<file path="src/rtl/rqet_pkg.sv">
package rqet_pkg;

	localparam int MAX_READ_LEN = 1024;
	localparam int IDX_W = $clog2(MAX_READ_LEN);
	localparam int CNT_W = $clog2(MAX_READ_LEN + 1);
	localparam int LEN_W = 11;
	localparam int QW = 7;
	localparam int BYTE_W = 8;
	localparam int CMP_W = (CNT_W > LEN_W) ? CNT_W : LEN_W;
	localparam int CFG_IDX_W = 2;
	localparam int QUAL_MAX = 93;

	typedef enum logic [1:0] {
		ST_KEEP     = 2'd0,
		ST_DISCARD  = 2'd1,
		ST_INVALID  = 2'd2,
		ST_TOO_LONG = 2'd3
	} status_t;

	typedef enum logic [CFG_IDX_W-1:0] {
		CFG_MIN_START_Q = 2'd0,
		CFG_MIN_END_Q   = 2'd1,
		CFG_MIN_LEN     = 2'd2,
		CFG_Q_OFFSET    = 2'd3
	} cfg_idx_t;

	// per-read summary handed to the verdict stage
	typedef struct packed {
		logic             valid;
		logic             overflow;
		logic [CNT_W-1:0] count;
		logic             start_found;
		logic [IDX_W-1:0] start_idx;
		logic             end_found;
		logic [IDX_W-1:0] end_idx;
		logic             tail_bad;
	} read_sum_t;

	// a zero minimum acts as one
	function automatic logic [CMP_W-1:0] eff_min_len(input logic [LEN_W-1:0] mrl);
		logic [CMP_W-1:0] r;
		r = (mrl == '0) ? CMP_W'(1) : CMP_W'(mrl);
		return r;
	endfunction

endpackage

</file>
<file path="src/rtl/rqet_qual_if.sv">
interface rqet_qual_if;
	import rqet_pkg::*;
	logic              valid;
	logic              ready;
	logic [BYTE_W-1:0] quality_byte;
	logic              last_base;

	modport source (output valid, quality_byte, last_base, input ready);
	modport sink (input valid, quality_byte, last_base, output ready);
endinterface

</file>
<file path="src/rtl/rqet_res_if.sv">
interface rqet_res_if;
	import rqet_pkg::*;
	logic             valid;
	logic             ready;
	logic [1:0]       status;
	logic [IDX_W-1:0] start_pos;
	logic [IDX_W-1:0] end_pos;
	logic [CNT_W-1:0] kept_length;

	modport source (output valid, status, start_pos, end_pos, kept_length, input ready);
	modport sink (input valid, status, start_pos, end_pos, kept_length, output ready);
endinterface

</file>
<file path="src/rtl/read_quality_end_trimmer.sv">
// Quality end trimmer: takes one ASCII quality byte per item, up to one item
// per clock with no gaps unless a held result stalls the input, and gives one
// result item per read on its last byte (status 0 keep, 1 discard, 2 invalid
// quality, 3 read longer than 1024 bytes; positions and kept length are zero
// unless kept). The result of a read passes through the input register, where
// the byte updates the running per-read state, and then the result register.
// The state resets to zero and clears after every last byte.
// A held result stalls the next last byte in the input register, and the bytes
// behind it wait with it; the bytes before it keep flowing.
// Configuration is written on cfg_we with cfg_index 0 min start quality,
// 1 min end quality, 2 min read length (0 acts as 1), 3 quality offset; write
// it only while no read is in flight.
module read_quality_end_trimmer
	import rqet_pkg::*;
(
	input  logic                 clk,
	input  logic                 arst_n,
	input  logic                 cfg_we,
	input  logic [CFG_IDX_W-1:0] cfg_index,
	input  logic [LEN_W-1:0]     cfg_data,
	rqet_qual_if.sink            qual,
	rqet_res_if.source           res
);

	logic [QW-1:0]    min_start_q_q, min_end_q_q, q_offset_q;
	logic [LEN_W-1:0] min_len_q;
	read_sum_t        sum;
	logic             res_free;

	always_ff @(posedge clk or negedge arst_n) begin
		if (!arst_n) begin
			min_start_q_q <= QW'(0);
			min_end_q_q <= QW'(3);
			min_len_q <= LEN_W'(60);
			q_offset_q <= QW'(33);
		end else if (cfg_we) begin
			unique case (cfg_idx_t'(cfg_index))
				CFG_MIN_START_Q: min_start_q_q <= cfg_data[QW-1:0];
				CFG_MIN_END_Q:   min_end_q_q <= cfg_data[QW-1:0];
				CFG_MIN_LEN:     min_len_q <= cfg_data;
				CFG_Q_OFFSET:    q_offset_q <= cfg_data[QW-1:0];
				default:         ;
			endcase
		end
	end

	rqet_scan u_scan (
		.clk         (clk),
		.arst_n      (arst_n),
		.qual        (qual),
		.min_start_q (min_start_q_q),
		.min_end_q   (min_end_q_q),
		.min_len     (min_len_q),
		.q_offset    (q_offset_q),
		.res_free    (res_free),
		.sum         (sum)
	);

	rqet_verdict u_verdict (
		.clk      (clk),
		.arst_n   (arst_n),
		.sum      (sum),
		.min_len  (min_len_q),
		.res_free (res_free),
		.res      (res)
	);

endmodule

</file>
<file path="src/rtl/rqet_scan.sv">
module rqet_scan
	import rqet_pkg::*;
(
	input  logic             clk,
	input  logic             arst_n,
	rqet_qual_if.sink        qual,
	input  logic [QW-1:0]    min_start_q,
	input  logic [QW-1:0]    min_end_q,
	input  logic [LEN_W-1:0] min_len,
	input  logic [QW-1:0]    q_offset,
	input  logic             res_free,
	output read_sum_t        sum
);

	logic              v_s1;
	logic [BYTE_W-1:0] byte_s1;
	logic              last_s1;
	logic              adv_s1;

	logic [CNT_W-1:0]  base_q;
	logic              sf_q, ef_q, tb_q, ovf_q;
	logic [IDX_W-1:0]  si_q, ei_q;

	logic [CNT_W-1:0]  nx_base;
	logic              nx_sf, nx_ef, nx_tb, nx_ovf;
	logic [IDX_W-1:0]  nx_si, nx_ei;

	logic signed [BYTE_W:0] q;
	logic              bad, q_ge_start, q_ge_end, in_tail;
	logic [CMP_W-1:0]  minlen;
	logic [IDX_W-1:0]  idx;

	// a last byte waits in the input register until the result register frees
	assign adv_s1 = v_s1 && (!last_s1 || res_free);
	assign qual.ready = !v_s1 || adv_s1;

	always_ff @(posedge clk or negedge arst_n) begin
		if (!arst_n) begin
			v_s1 <= 1'b0;
		end else if (qual.valid && qual.ready) begin
			v_s1 <= 1'b1;
		end else if (adv_s1) begin
			v_s1 <= 1'b0;
		end
	end

	always_ff @(posedge clk) begin
		if (qual.valid && qual.ready) begin
			byte_s1 <= qual.quality_byte;
			last_s1 <= qual.last_base;
		end
	end

	assign q = $signed({1'b0, byte_s1}) - $signed({{(BYTE_W + 1 - QW){1'b0}}, q_offset});
	assign bad = (q < 0) || (q > $signed((BYTE_W + 1)'(QUAL_MAX)));
	assign q_ge_start = q >= $signed({{(BYTE_W + 1 - QW){1'b0}}, min_start_q});
	assign q_ge_end = q >= $signed({{(BYTE_W + 1 - QW){1'b0}}, min_end_q});
	assign minlen = eff_min_len(min_len);
	assign idx = base_q[IDX_W-1:0];
	assign in_tail = (CMP_W'(base_q) + CMP_W'(1)) >= minlen;

	always_comb begin
		nx_base = base_q;
		nx_sf = sf_q;
		nx_si = si_q;
		nx_ef = ef_q;
		nx_ei = ei_q;
		nx_tb = tb_q;
		nx_ovf = ovf_q;
		if (!ovf_q) begin
			if (base_q >= CNT_W'(MAX_READ_LEN)) begin
				nx_ovf = 1'b1;
			end else begin
				if (!sf_q && q_ge_start) begin
					nx_sf = 1'b1;
					nx_si = idx;
				end
				if (in_tail) begin
					if (q_ge_end) begin
						nx_ef = 1'b1;
						nx_ei = idx;
						nx_tb = bad;
					end else if (bad) begin
						nx_tb = 1'b1;
					end
				end
				nx_base = base_q + CNT_W'(1);
			end
		end
	end

	always_ff @(posedge clk or negedge arst_n) begin
		if (!arst_n) begin
			base_q <= '0;
			sf_q <= 1'b0;
			si_q <= '0;
			ef_q <= 1'b0;
			ei_q <= '0;
			tb_q <= 1'b0;
			ovf_q <= 1'b0;
		end else if (adv_s1) begin
			if (last_s1) begin
				base_q <= '0;
				sf_q <= 1'b0;
				si_q <= '0;
				ef_q <= 1'b0;
				ei_q <= '0;
				tb_q <= 1'b0;
				ovf_q <= 1'b0;
			end else begin
				base_q <= nx_base;
				sf_q <= nx_sf;
				si_q <= nx_si;
				ef_q <= nx_ef;
				ei_q <= nx_ei;
				tb_q <= nx_tb;
				ovf_q <= nx_ovf;
			end
		end
	end

	always_comb begin
		sum.valid = adv_s1 && last_s1;
		sum.overflow = nx_ovf;
		sum.count = nx_base;
		sum.start_found = nx_sf;
		sum.start_idx = nx_si;
		sum.end_found = nx_ef;
		sum.end_idx = nx_ei;
		sum.tail_bad = nx_tb;
	end

`ifndef ASSERT_OFF
	a_base_bound: assert property (@(posedge clk) disable iff (!arst_n)
		base_q <= CNT_W'(MAX_READ_LEN))
		else $error("base index past read limit");
	a_clear_after_last: assert property (@(posedge clk) disable iff (!arst_n)
		adv_s1 && last_s1 |=> base_q == '0 && !ovf_q && !sf_q && !ef_q)
		else $error("per-read state not cleared");
	a_end_seen: assert property (@(posedge clk) disable iff (!arst_n)
		ef_q |-> CNT_W'(ei_q) < base_q)
		else $error("end index beyond bases seen");
	a_start_seen: assert property (@(posedge clk) disable iff (!arst_n)
		sf_q |-> CNT_W'(si_q) < base_q)
		else $error("start index beyond bases seen");
`endif

endmodule

</file>
<file path="src/rtl/rqet_verdict.sv">
module rqet_verdict
	import rqet_pkg::*;
(
	input  logic             clk,
	input  logic             arst_n,
	input  read_sum_t        sum,
	input  logic [LEN_W-1:0] min_len,
	output logic             res_free,
	rqet_res_if.source       res
);

	logic [CMP_W-1:0] minlen, n, lim, klen;
	logic             too_short, start_bad, trim_short;
	status_t          st;
	logic             v_q;
	status_t          st_q;
	logic [IDX_W-1:0] sp_q, ep_q;
	logic [CNT_W-1:0] kl_q;

	assign minlen = eff_min_len(min_len);
	assign n = CMP_W'(sum.count);
	assign too_short = n < minlen;
	assign lim = n - minlen;
	assign start_bad = !sum.start_found || (CMP_W'(sum.start_idx) > lim) ||
		(sum.start_idx > sum.end_idx);
	assign klen = CMP_W'(sum.end_idx) - CMP_W'(sum.start_idx) + CMP_W'(1);
	assign trim_short = klen < minlen;

	always_comb begin
		priority if (sum.overflow) begin
			st = ST_TOO_LONG;
		end else if (too_short) begin
			st = ST_DISCARD;
		end else if (sum.tail_bad) begin
			st = ST_INVALID;
		end else if (!sum.end_found || start_bad || trim_short) begin
			st = ST_DISCARD;
		end else begin
			st = ST_KEEP;
		end
	end

	assign res_free = !v_q || res.ready;

	always_ff @(posedge clk or negedge arst_n) begin
		if (!arst_n) begin
			v_q <= 1'b0;
		end else if (sum.valid) begin
			v_q <= 1'b1;
		end else if (res.ready) begin
			v_q <= 1'b0;
		end
	end

	always_ff @(posedge clk) begin
		if (sum.valid) begin
			st_q <= st;
			if (st == ST_KEEP) begin
				sp_q <= sum.start_idx;
				ep_q <= sum.end_idx;
				kl_q <= klen[CNT_W-1:0];
			end else begin
				sp_q <= '0;
				ep_q <= '0;
				kl_q <= '0;
			end
		end
	end

	assign res.valid = v_q;
	assign res.status = st_q;
	assign res.start_pos = sp_q;
	assign res.end_pos = ep_q;
	assign res.kept_length = kl_q;

`ifndef ASSERT_OFF
	a_keep_len: assert property (@(posedge clk) disable iff (!arst_n)
		v_q && st_q == ST_KEEP |->
			kl_q == CNT_W'(ep_q) - CNT_W'(sp_q) + CNT_W'(1))
		else $error("kept length does not match positions");
	a_drop_zero: assert property (@(posedge clk) disable iff (!arst_n)
		v_q && st_q != ST_KEEP |-> sp_q == '0 && ep_q == '0 && kl_q == '0)
		else $error("non-kept result carries positions");
	a_no_overwrite: assert property (@(posedge clk) disable iff (!arst_n)
		sum.valid |-> res_free)
		else $error("result register overwritten while held");
`endif

endmodule

</file>
<file path="src/flat_wrapper.sv">
// flat-port wrapper written by rule: the top's interface ports become plain ports
module read_quality_end_trimmer_flat import rqet_pkg::*;
  (clk, arst_n, cfg_we, cfg_index, cfg_data, qual_valid, qual_quality_byte, qual_last_base, qual_ready, res_valid, res_status, res_start_pos, res_end_pos, res_kept_length, res_ready);
  rqet_qual_if qual_i ();
  rqet_res_if res_i ();
  input  logic clk;
  input  logic arst_n;
  input  logic cfg_we;
  input  logic [CFG_IDX_W-1:0] cfg_index;
  input  logic [LEN_W-1:0] cfg_data;
  input wire logic [$bits(qual_i.valid)-1:0] qual_valid;
  input wire logic [$bits(qual_i.quality_byte)-1:0] qual_quality_byte;
  input wire logic [$bits(qual_i.last_base)-1:0] qual_last_base;
  output wire logic [$bits(qual_i.ready)-1:0] qual_ready;
  output wire logic [$bits(res_i.valid)-1:0] res_valid;
  output wire logic [$bits(res_i.status)-1:0] res_status;
  output wire logic [$bits(res_i.start_pos)-1:0] res_start_pos;
  output wire logic [$bits(res_i.end_pos)-1:0] res_end_pos;
  output wire logic [$bits(res_i.kept_length)-1:0] res_kept_length;
  input wire logic [$bits(res_i.ready)-1:0] res_ready;
  assign qual_i.valid = qual_valid;
  assign qual_i.quality_byte = qual_quality_byte;
  assign qual_i.last_base = qual_last_base;
  assign qual_ready = qual_i.ready;
  assign res_valid = res_i.valid;
  assign res_status = res_i.status;
  assign res_start_pos = res_i.start_pos;
  assign res_end_pos = res_i.end_pos;
  assign res_kept_length = res_i.kept_length;
  assign res_i.ready = res_ready;
  read_quality_end_trimmer u_core (.clk(clk), .arst_n(arst_n), .cfg_we(cfg_we), .cfg_index(cfg_index), .cfg_data(cfg_data), .qual(qual_i), .res(res_i));
endmodule
</file>
<file path="config.mk">
export PLATFORM = sky130hd
export DESIGN_NAME = read_quality_end_trimmer_flat
export DESIGN_NICKNAME = d
export VERILOG_FILES = /design/src/rtl/rqet_pkg.sv /design/src/rtl/rqet_qual_if.sv /design/src/rtl/rqet_res_if.sv /design/src/rtl/read_quality_end_trimmer.sv /design/src/rtl/rqet_scan.sv /design/src/rtl/rqet_verdict.sv /design/src/flat_wrapper.sv
export SDC_FILE = /design/constraint.sdc
export NUM_CORES = 1
export LEC_CHECK = 0
export ABC_AREA = 1
export BUFFER_PORTS_ARGS = -buffer_cell sky130_fd_sc_hd__buf_2
export CAP_MARGIN = 10
export CORE_ASPECT_RATIO = 1.2
export CORE_MARGIN = 2
export CORE_UTILIZATION = 40
export CTS_BUF_LIST = sky130_fd_sc_hd__clkbuf_16
export DETAILED_ROUTE_END_ITERATION = 7
export PLACE_DENSITY_LB_ADDON = 0.25
export SKIP_CTS_REPAIR_TIMING = 1
export SYNTH_ARGS = -nofsm -noshare
export SYNTH_HDL_FRONTEND = slang
export SYNTH_SLANG_ARGS = --single-unit
</file>
<file path="constraint.sdc">
create_clock -name clk -period 7.5 [get_ports clk]
set_input_delay 0.375 -clock clk [delete_from_list [all_inputs] [get_ports clk]]
set_output_delay 0.375 -clock clk [all_outputs]
set_load 0.01 [all_outputs]
</file>
==> key figures, run 1 <==
Status
  • Status: finished, final reports clean

Final layout
  • Fillcell total: 1872
  • Area of the multi-input gates: 3880 sq um
  • Final #Nets: 1085
  • Diode count: 0
  • Layout cells sized above 1: 0.166
  • Layout area overhead: 11.9%
  • Sequential cell area: 3000 sq um

Worst setup path
  • Worst R2R Setup Slack: 0.59 ns
  • CP Class: flop to flop
  • Max stage delay cell, worst path: dfrtp_1
  • CP Launch Type: flop
  • WP buf/inv: 5
  • Worst path max stage delay: 0.54 ns
  • Critical path's top delay family: compound AO/OA/AOI/OAI gates
  • CP required: 7.59 ns
  • Worst reg2reg endpoint: u_core.u_verdict.res.status[0]
  • Element type at the critical path end: flop
  • CP Max Fanout: 23
  • Worst r2r src: u_core.u_scan.base_q[2]
  • Register-to-Register Path Depth: 33
  • Worst Path Arrival: 7.00 ns

Power
  • Pwr Total: 2.81 mW
  • Leak pwr: 4.46 nW
  • Power Dens Cells: 329 nW/um^2
  • Maximum vdd drop: 0.000129 V

Timing
  • Clk_skew: 0.0107 ns
  • Hold Vio Cnt, Final: 0
  • Unrepaired setup endpoints after global routing: false
  • Slew @ Worst Pin: 0.978 ns
  • Post-layout min period: 6.91 ns
  • Final TNS setup: 0 ns
  • Highest clock rate: 0.145 GHz
  • Count of pins over their slew limit: 0
  • Setup violations, final: 0
  • Relative slew slack: 0.344
  • Final period util: 0.921

CTS
  • CTS Root Cell: clkbuf_16
  • Clock tree sinks: 111
  • TritonCTS clock tree: yes
  • Clock Latency Late Sink: 0.37 ns
  • H-tree Lvls: 3
  • Clk buf depth: 2
  • Clock transition at path regs: 0.08 ns
  • Total CTS buffers: 9

Drt
  • Final WL: 18.2 mm
  • Post-route ant nets: 0
  • Residual DRC: 0
  • Via count: 5923
  • DR iter-0 viols: 400
  • WL/cell: 14.9 microns
  • Drt pass-1 iters: 5
  • Vias per inst: 4.85

Global routing
  • Pin count of the biggest net entering global routing: 70
  • Initial antenna violation count: 0
  • First-pass GRT wire length: 29.0 mm
  • Total GRT Usage: 0.187
  • Total grt overflow: 0
  • Vias in the first global route: 5761

Floorplanning
  • Die Height: 155 microns
  • # IOs: 62
  • Chip width: 130 microns
  • Die area: 20200 sq um
  • Core area: 18800 sq um
  • Std cell rows: 55
  • Initial core utilization: 0.405

Yosys
  • Register area share after synthesis: 0.394
  • Synthesized area: 7610 sq um
  • Synth Net Count: 1023
  • Yosys cell types: 47
  • Mean Syn Cell Area: 8.47 sq um
  • #FFs+latches synth: 111
  • Synthesized instance count: 899
  • Synth Warn #: 0

Place
  • DP HPWL: 14.1 mm
  • Port Buf Inserts: 61
  • GP Congestion: 0.897

Run
  • Max-Cap Viols: 0

Worst hold path
  • Hold Path Class: input pin to flop
  • Hold Path Depth: 1
  • Worst hold path startpoint: qual_quality_byte[4]
  • WHS Endpoint: u_core.u_scan.byte_s1[4]
## cell type report
| type | instances | area share |
|---|---|---|
| clock inverter | 7 | 0.00661 |
| inverter | 174 | 0.0766 |
| sequential | 111 | 0.352 |
| multi-input combinational | 596 | 0.455 |
| timing repair buffer | 69 | 0.0458 |
| clock buffer | 9 | 0.0264 |
| tap | 256 | 0.0376 |
## state kept, by name, indices dropped and copies added (netlist names)
signal                            flops
u_core.u_scan.ei_q                   10
u_core.u_scan.ovf_q                   1
u_core.u_scan.base_q                 11
u_core.u_scan.sf_q                    1
u_core.u_verdict.res.status           2
u_core.u_scan.last_s1                 1
u_core.min_len_q                     11
u_core.min_start_q_q                  7
u_core.u_scan.tb_q                    1
u_core.u_scan.si_q                   10
u_core.min_end_q_q                    7
u_core.u_scan.byte_s1                 8
u_core.u_scan.ef_q                    1
u_core.u_verdict.res.valid            1
u_core.u_scan.v_s1                    1
u_core.u_verdict.res.start_pos       10
u_core.u_verdict.res.kept_length     11
u_core.u_verdict.res.end_pos         10
u_core.q_offset_q                     7
## layer usage
metal	vias up	routed length [microns]	global-route usage
met3	22	490	0.0258
met5	-	0	0
li1	3075	-	-
met1	2726	7670	0.221
met4	0	429	0.0599
met2	100	9640	0.345
## report_power, final
group          switching [mW]  total (mW)  internal [mW]
Clock                   0.237       0.468          0.231
Sequential             0.0395       0.744          0.705
Combinational            1.01        1.59          0.579
## layout by cell type, fill, tap and decap left out, types with 4 or more instances in the layout
cell | synthesis | final
fa_1 | 4 | 4
dfrtp_1 | 61 | 61
nand4_1 | 12 | 12
a21oi_1 | 52 | 52
buf_4 | 2 | 6
o22ai_1 | 27 | 27
edfxtp_1 | 42 | 42
o21ai_2 | 19 | 19
nand3_1 | 27 | 27
nor2_1 | 28 | 28
buf_2 | 2 | 61
nor3_1 | 9 | 9
o21ai_1 | 4 | 5
inv_1 | 170 | 171
clkbuf_16 | 0 | 9
dfstp_2 | 8 | 8
o21ai_0 | 57 | 56
ha_1 | 93 | 93
nand2_1 | 173 | 172
nor2_2 | 32 | 32
xor2_1 | 27 | 27
## kinds of logic (layout without fill, tap and decap cells)
group / count (synthesis) / count (layout) / synth area share
AO/OA/AOI/OAI: 173 / 173 / 0.133
XOR/XNOR: 29 / 29 / 0.0334
adder cells (fa/ha/maj): 97 / 97 / 0.163
buffers and inverters: 193 / 259 / 0.0994
flip-flops: 111 / 111 / 0.394
AND/OR/NAND/NOR: 296 / 297 / 0.177
## worst max-delay path by stage
| stage | start | end | slack (ns) | cells after the start |
|---|---|---|---|---|
| floorplan | u_core.u_scan.byte_s1[0] | u_core.u_verdict.res.end_pos[0] | 1.59 | 39 |
| global placement | u_core.u_scan.base_q[2] | u_core.u_verdict.res.kept_length[0] | 0.63 | 34 |
| detailed placement | u_core.u_scan.byte_s1[0] | u_core.u_verdict.res.kept_length[0] | 0.47 | 39 |
| CTS | u_core.u_scan.byte_s1[0] | u_core.u_verdict.res.kept_length[0] | 0.42 | 39 |
| global route | u_core.u_scan.byte_s1[0] | u_core.u_verdict.res.status[0] | 0.03 | 37 |
| finish | u_core.u_scan.base_q[2] | u_core.u_verdict.res.status[0] | 0.59 | 33 |
## worst register-to-register path: cells and delay by family, from the launching register on
kind,cells,cell delay (ns)
AND/OR/NAND/NOR,13,1.90
XOR/XNOR,2,0.47
flip-flops,1,0.54
adder cells (fa/ha/maj),4,1.29
buffers and inverters,5,0.41
AO/OA/AOI/OAI,9,2.02
## Yosys cell counts (all sizes together)
cell | number | area, sq um
inv | 173 | 649
o21a | 2 | 15.0
nand3 | 31 | 190
nor3 | 10 | 55.1
dfstp | 8 | 210
o211ai | 2 | 15.0
o31ai | 1 | 7.51
buf | 8 | 62.6
edfxtp | 42 | 1260
nor2 | 61 | 317
a31oi | 2 | 12.5
fa | 4 | 80.1
clkinv | 1 | 3.75
o22ai | 27 | 169
nand4 | 12 | 75.1
xor2 | 27 | 236
nand2 | 174 | 656
and3 | 1 | 6.26
xnor2 | 2 | 17.5
nand3b | 2 | 15.0
dfrtp | 61 | 1530
nor4 | 2 | 18.8
o2111ai | 1 | 8.76
clkbuf | 11 | 41.3
a21o | 2 | 15.0
a211oi | 2 | 20.0
ha | 93 | 1160
o21ai | 80 | 472
a21oi | 53 | 269
o21bai | 1 | 7.51
or2 | 3 | 18.8
## stage by stage
| step | worst slack, ns | cell area [sq um] | utilization | hold WS [ns] | cells |
|---|---|---|---|---|---|
| floorplan | 1.59 | 7610 | - | 0.0794 | 899 |
| global placement | 0.633 | 8180 | 0.435 | 0.467 | 1203 |
| detailed placement | 0.467 | 8180 | 0.435 | 0.476 | 1203 |
| CTS | 0.415 | 8460 | 0.450 | 0.163 | 1219 |
| global route | 0.0280 | 8520 | 0.454 | 0.166 | 1222 |
| finish | 0.590 | 8520 | 0.454 | 0.174 | 1222 |
Power figures use the tool's default switching activity.
==> run 2, diff against run 1 <==
CORE_ASPECT_RATIO = 1.1   (was 1.2)
==> key figures, run 2 (synthesized netlist as in run 1, its figures left out) <==
Power
  • Maximum vdd drop: 0.000153 V (+18%)
  • Power Dens Cells: 335 nW/um^2 (+1.9%)
  • Leak pwr: 4.47 nW (+0.20%)

Final layout
  • Commonest non-fill, non-tap cell in the layout: nand2_1
  • Util after Layout: 0.460 (+0.00631)
  • Cell area after layout: 8530 sq um (about the same)
  • Layout cells sized above 1: 0.168 (+0.00190)
  • Layout area overhead: 12.0% (about the same)
  • Area of the multi-input gates: 3880 sq um (unchanged)
  • Commonest non-fill, non-tap cells in the layout: nand2_1, inv_1, ha_1
  • Fillcell total: 1815 (-3.0%)
  • Final #Nets: 1086 (+0.092%)
  • Sequential cell area: 3000 sq um (unchanged)
  • Diode count: 0 (unchanged)

Worst setup path
  • Worst Path Arrival: 7.07 ns (+0.07 ns)
  • CP most frequent cell: nand2_1
  • Element type at the critical path end: flop
  • Worst path max stage delay: 0.56 ns (+0.02 ns)
  • CP Launch Type: flop
  • Register-to-Register Path Depth: 35 (+6.1%)
  • CP Max Fanout: 23 (unchanged)
  • CP required: 7.72 ns (+0.13 ns)
  • CP Class: flop to flop
  • Max stage delay cell, worst path: dfrtp_1

Timing
  • Relative slew slack: 0.326 (-0.0183)
  • Final TNS setup: 0 ns (unchanged)
  • Unrepaired setup endpoints after global routing: false
  • Hold Vio Cnt, Final: 0 (unchanged)
  • Final period util: 0.913 (-0.00876)
  • Highest clock rate: 0.146 GHz (+0.96%)
  • Slew @ Worst Pin: 1.00 ns (+0.0272 ns)
  • Count of pins over their slew limit: 0 (unchanged)
  • Post-layout min period: 6.84 ns (-0.0657 ns)
  • Setup violations, final: 0 (unchanged)
  • Clk_skew: 0.00997 ns (-0.000763 ns)

Drt
  • Post-route ant nets: 0 (unchanged)
  • DR iter-0 viols: 360 (-10%)
  • Via count: 6060 (+2.3%)
  • WL/cell: 15.2 microns (+1.9%)
  • Final WL: 18.4 mm (+0.89%)
  • Drt pass-1 iters: 7 (+2)
  • Residual DRC: 0 (unchanged)
  • Vias per inst: 5.01 (+3.3%)

Floorplanning
  • Std cell rows: 52 (-5.5%)
  • # IOs: 62 (unchanged)
  • Chip width: 136 microns (+4.3%)
  • Core area: 18500 sq um (-1.3%)
  • Die Height: 149 microns (-4.1%)
  • Initial core utilization: 0.411 (+0.00533)
  • Die area: 20200 sq um (about the same)

Worst hold path
  • Hold Path Depth: 1 (unchanged)
  • Hold Path Class: input pin to flop

CTS
  • Clock transition at path regs: 0.08 ns (about the same)
  • H-tree Lvls: 3 (unchanged)
  • Total CTS buffers: 9 (unchanged)
  • Clock tree sinks: 111 (unchanged)
  • CTS Root Cell: clkbuf_16
  • TritonCTS clock tree: yes
  • Clk buf depth: 2 (unchanged)
  • Clock Latency Late Sink: 0.37 ns (about the same)

Place
  • Port Buf Inserts: 61 (unchanged)
  • Placed cell areas: 8170 sq um (-0.11%)
  • GP Congestion: 0.883 (-1.5%)
  • DP HPWL: 13.9 mm (-0.99%)

Run
  • Max-Cap Viols: 0 (unchanged)

Global routing
  • Vias in the first global route: 5901 (+2.4%)
  • First-pass GRT wire length: 29.5 mm (+1.6%)
  • Total grt overflow: 0 (unchanged)
  • Pin count of the biggest net entering global routing: 70 (unchanged)
  • Initial antenna violation count: 0 (unchanged)
  • Total GRT Usage: 0.187 (+0.000348)

Status
  • Status: finished, final reports clean
## run 2: cell count changes in the layout (fill, tap and decap cells not counted), sizes merged
cell | before | now
buf | 69 | 70
clkinv | 2 | 5
clkinvlp | 1 | 0
inv | 178 | 176
## run 2: final timing paths
| path | from | slack, ns | to |
|---|---|---|---|
| max | u_core.u_scan.base_q[3] | 0.66 | u_core.u_verdict.res.kept_length[9] |
| min | qual_quality_byte[1] | 0.18 | u_core.u_scan.byte_s1[1] |
| max reg2reg | u_core.u_scan.base_q[3] | 0.66 | u_core.u_verdict.res.kept_length[9] |
| min reg2reg | u_core.min_start_q_q[6] | 0.49 | u_core.min_start_q_q[6] |
| max in group asynchronous | arst_n | 6.70 | u_core.u_scan.si_q[1] |
| min in group asynchronous | arst_n | 0.20 | u_core.min_len_q[8] |
## run 2: through the flow
step                      total power [mW]  hold WS, ns  setup WS [ns]  cells
after floorplan                       1.96       0.0794           1.59    899
after global placement                2.34        0.468          0.436   1191
after CTS                             2.86        0.165          0.260   1207
after global routing                  3.14        0.161         0.0411   1210
after detailed placement              2.36        0.473          0.324   1191
final                                 2.86        0.177          0.656   1210
## run 2: layer usage
layer	up-vias	part of all wire	track usage	routed length, microns
met2	140	0.49	0.326	9020
met1	2821	0.46	0.244	8400
met4	0	0.016	0.0547	292
li1	3077	-	-	-
met3	22	0.038	0.0245	694
met5	-	0	0	0
## run 2: report_power, final
| part | total (mW) | switching, mW | internal, mW |
|---|---|---|---|
| registers | 0.743 | 0.0389 | 0.705 |
| clock network | 0.487 | 0.252 | 0.235 |
| logic | 1.63 | 1.04 | 0.586 |
## run 2: final cells by class
| type | count | area share |
|---|---|---|
| well taps | 243 | 0.0356 |
| clock buffers | 9 | 0.0264 |
| inverters | 174 | 0.0766 |
| clock inverters | 7 | 0.00836 |
| flip-flops and latches | 111 | 0.351 |
| repair buffers | 70 | 0.0466 |
| multi-input cells | 596 | 0.455 |
## run 2: worst max-delay path, delay by kind of cell (launching register included)
family | cells | cell delay [ns]
DFF | 1 | 0.56
AOI/OAI and AO/OA | 5 | 1.12
and+or+nand+nor | 18 | 2.70
buffers and inverters | 6 | 0.58
adders and majority gates | 4 | 1.28
xor gates and xnor gates | 2 | 0.46
==> run 3, diff against run 2 <==
ABC_AREA = 0   (was 1)
==> key figures, run 3 <==
CTS
  • Total CTS buffers: 9 (unchanged)
  • Clock Latency Late Sink: 0.36 ns (about the same)
  • H-tree Lvls: 3 (unchanged)
  • Clock tree sinks: 111 (unchanged)
  • CTS Root Cell: clkbuf_16
  • Clock transition at path regs: 0.08 ns (about the same)
  • Clk buf depth: 2 (unchanged)
  • TritonCTS clock tree: yes

Final layout
  • Commonest non-fill, non-tap cells in the layout: ha_1, inv_1, buf_2, dfrtp_1, nand2_1
  • Area of the multi-input gates: 4300 sq um (+11%)
  • Layout area overhead: 15.5%
  • Diode count: 0 (unchanged)
  • Final #Nets: 930 (-14%)
  • Sequential cell area: 3000 sq um (unchanged)
  • Layout cells sized above 1: 0.264 (+0.0963)
  • Fillcell total: 1772 (-2.4%)
  • Commonest non-fill, non-tap cell in the layout: ha_1
  • Util after Layout: 0.476 (+0.0155)

Yosys
  • Yosys cell types: 59 (+26%)
  • Register area share after synthesis: 0.393 (-0.000904)
  • Post-synth top area share: 0.200 (-0.000460)
  • Most used DFF post-synth: dfrtp_1
  • Count leader, synth: ha_1
  • Synthesized area: 7630 sq um (+0.23%)
  • Most frequent cells after synthesis: ha_1, inv_1, dfrtp_1
  • Ys async rst share: 0.622 (unchanged)
  • Synthesized instance count: 725 (-19%)
  • Synth Net Count: 849 (-17%)
  • #FFs+latches synth: 111 (unchanged)
  • Cell taking the most area after synthesis: dfrtp_1
  • Synth Warn #: 0 (unchanged)
  • Synth area leaders: dfrtp_1, edfxtp_1, ha_1, mux2_2, nor3_2
  • Mean Syn Cell Area: 10.5 sq um (+24%)
  • Post-synth EDFFs: 42 (unchanged)

Worst setup path
  • CP required: 7.70 ns (-0.02 ns)
  • Element type at the critical path end: flop
  • CP most frequent cell: ha_1
  • CP Class: flop to flop
  • CP Launch Type: flop
  • Worst path max stage delay: 0.40 ns (-0.16 ns)
  • Max stage delay cell, worst path: fa_1
  • CP Max Fanout: 16 (-30%)
  • Worst Path Arrival: 7.27 ns (+0.20 ns)

Power
  • Maximum vdd drop: 0.000128 V (-16%)
  • P_int: 1.25 mW (-18%)
  • P_sw: 0.700 mW (-47%)
  • Switching share of total power: 0.358 (-0.108)
  • Seq pwr share: 0.366 (+0.106)
  • Clk pwr share: 0.253 (+0.083)
  • Combinational power share: 0.381 (-0.189)
  • Leak pwr: 4.23 nW (-5.3%)
  • Power Dens Cells: 222 nW/um^2 (-34%)
  • Pwr Total: 1.95 mW (-32%)

Floorplanning
  • Std cell rows: 52 (unchanged)
  • Core area: 18500 sq um (unchanged)
  • Chip width: 136 microns (+0.11%)
  • # IOs: 62 (unchanged)
  • Initial core utilization: 0.412 (+0.000945)
  • Die Height: 149 microns (+0.11%)
  • Die area: 20200 sq um (+0.22%)

Drt
  • WL/cell: 17.6 microns (+16%)
  • Post-route ant nets: 0 (unchanged)
  • Final WL: 18.6 mm (+0.97%)
  • Residual DRC: 0 (unchanged)
  • Drt pass-1 iters: 6 (-1)
  • Vias per inst: 5.38 (+7.5%)
  • Via count: 5673 (-6.4%)
  • DR iter-0 viols: 431 (+20%)

Timing
  • Slew @ Worst Pin: 1.03 ns (+0.0260 ns)
  • Final period util: 0.943 (+0.0301)
  • Setup violations, final: 0 (unchanged)
  • Highest clock rate: 0.141 GHz (-3.2%)
  • Clk_skew: 0.00974 ns (-0.000235 ns)
  • Post-layout min period: 7.07 ns (+0.226 ns)
  • Relative slew slack: 0.313 (-0.0132)
  • Count of pins over their slew limit: 0 (unchanged)
  • Final TNS setup: 0 ns (unchanged)
  • Hold Vio Cnt, Final: 0 (unchanged)

Global routing
  • Total GRT Usage: 0.186 (-0.00181)
  • Vias in the first global route: 5443 (-7.8%)
  • Total grt overflow: 0 (unchanged)
  • Initial antenna violation count: 0 (unchanged)
  • Pin count of the biggest net entering global routing: 70 (unchanged)
  • First-pass GRT wire length: 28.7 mm (-2.8%)

Worst hold path
  • Hold Path Class: input pin to flop

Run
  • Max-Cap Viols: 0 (unchanged)

Place
  • Port Buf Inserts: 61 (unchanged)
  • DP HPWL: 14.2 mm (+2.2%)
  • GP Congestion: 0.903 (+2.2%)

Status
  • Status: finished, final reports clean
## run 3: cell types whose count changed in the layout (fill, tap and decap cells not counted), moves of 18 or more
cell | previous run | this run
buf_4 | 7 | 33
nor2_2 | 32 | 0
o22ai_1 | 27 | 2
nor3_2 | 1 | 32
inv_1 | 170 | 77
a21o_1 | 2 | 20
o21ai_2 | 19 | 1
nand2_1 | 172 | 43
mux2_2 | 0 | 27
xnor2_1 | 2 | 23
a22o_1 | 0 | 18
a21oi_1 | 52 | 31
o21ai_0 | 56 | 36
## run 3: kinds of logic (layout without fill, tap and decap cells)
kind of cell | Yosys count | after routing | synth area share
DFF | 111 | 111 | 0.393
and+or+nand+nor | 164 | 164 | 0.128
AOI/OAI and AO/OA | 162 | 162 | 0.144
xor gates and xnor gates | 39 | 39 | 0.0448
buffers and inverters | 105 | 191 | 0.0575
muxes | 47 | 47 | 0.0700
adders and majority gates | 97 | 97 | 0.163
## run 3: critical path: cells and delay by family (launching register included)
kind / cells / cell delay [ns]
AOI/OAI and AO/OA: 12 / 2.32
adders and majority gates: 6 / 1.82
and+or+nand+nor: 7 / 1.16
buffers and inverters: 5 / 0.57
xor gates and xnor gates: 2 / 0.36
DFF: 1 / 0.34
muxes: 1 / 0.29
## run 3: final cells by class
| cell class | count | share of cell area |
|---|---|---|
| clock buffer | 9 | 0.0255 |
| clock inverter | 7 | 0.00823 |
| tap | 243 | 0.0345 |
| multi-input combinational | 509 | 0.488 |
| timing repair buffer | 98 | 0.0714 |
| inverter | 77 | 0.0328 |
| sequential | 111 | 0.340 |
## run 3: path summary, 6_finish.rpt
path,from,to,slack (ns),cells past startpoint
min in group asynchronous,arst_n,u_core.min_len_q[8],0.21,2
setup / recovery,u_core.u_scan.byte_s1[0],u_core.u_verdict.res.kept_length[3],0.43,33
max in group asynchronous,arst_n,u_core.u_scan.ei_q[9],6.63,2
setup reg to reg,u_core.u_scan.byte_s1[0],u_core.u_verdict.res.kept_length[3],0.43,33
hold / removal,qual_quality_byte[0],u_core.u_scan.byte_s1[0],0.18,1
hold reg to reg,u_core.q_offset_q[4],u_core.q_offset_q[4],0.51,1
## run 3: power by group through the flow
stage	sequential (mW)	combinational, mW	clock, mW
floorplan	0.723	0.505	0
global placement	0.726	0.697	0
detailed placement	0.727	0.704	0
CTS	0.714	0.709	0.508
global route	0.720	0.832	0.529
finish	0.714	0.745	0.495
## run 3: layer usage
metal | wire, microns | vias up | part of all wire | global-route usage
li1 | - | 2764 | - | -
met4 | 631 | 0 | 0.034 | 0.0693
met3 | 662 | 37 | 0.036 | 0.0302
met2 | 9280 | 141 | 0.50 | 0.318
met5 | 0 | - | 0 | 0
met1 | 8000 | 2731 | 0.43 | 0.235
## run 3: through the flow
stage / cell area [sq um] / std cells / hold WS, ns / setup slack [ns]
final: 8820 / 1054 / 0.185 / 0.430
after CTS: 8680 / 1051 / 0.171 / -0.0183
after floorplan: 7630 / 725 / 0.0794 / 0.566
after detailed placement: 8380 / 1035 / 0.481 / 0.0205
after global routing: 8820 / 1054 / 0.168 / -0.00809
after global placement: 8380 / 1035 / 0.474 / 0.176
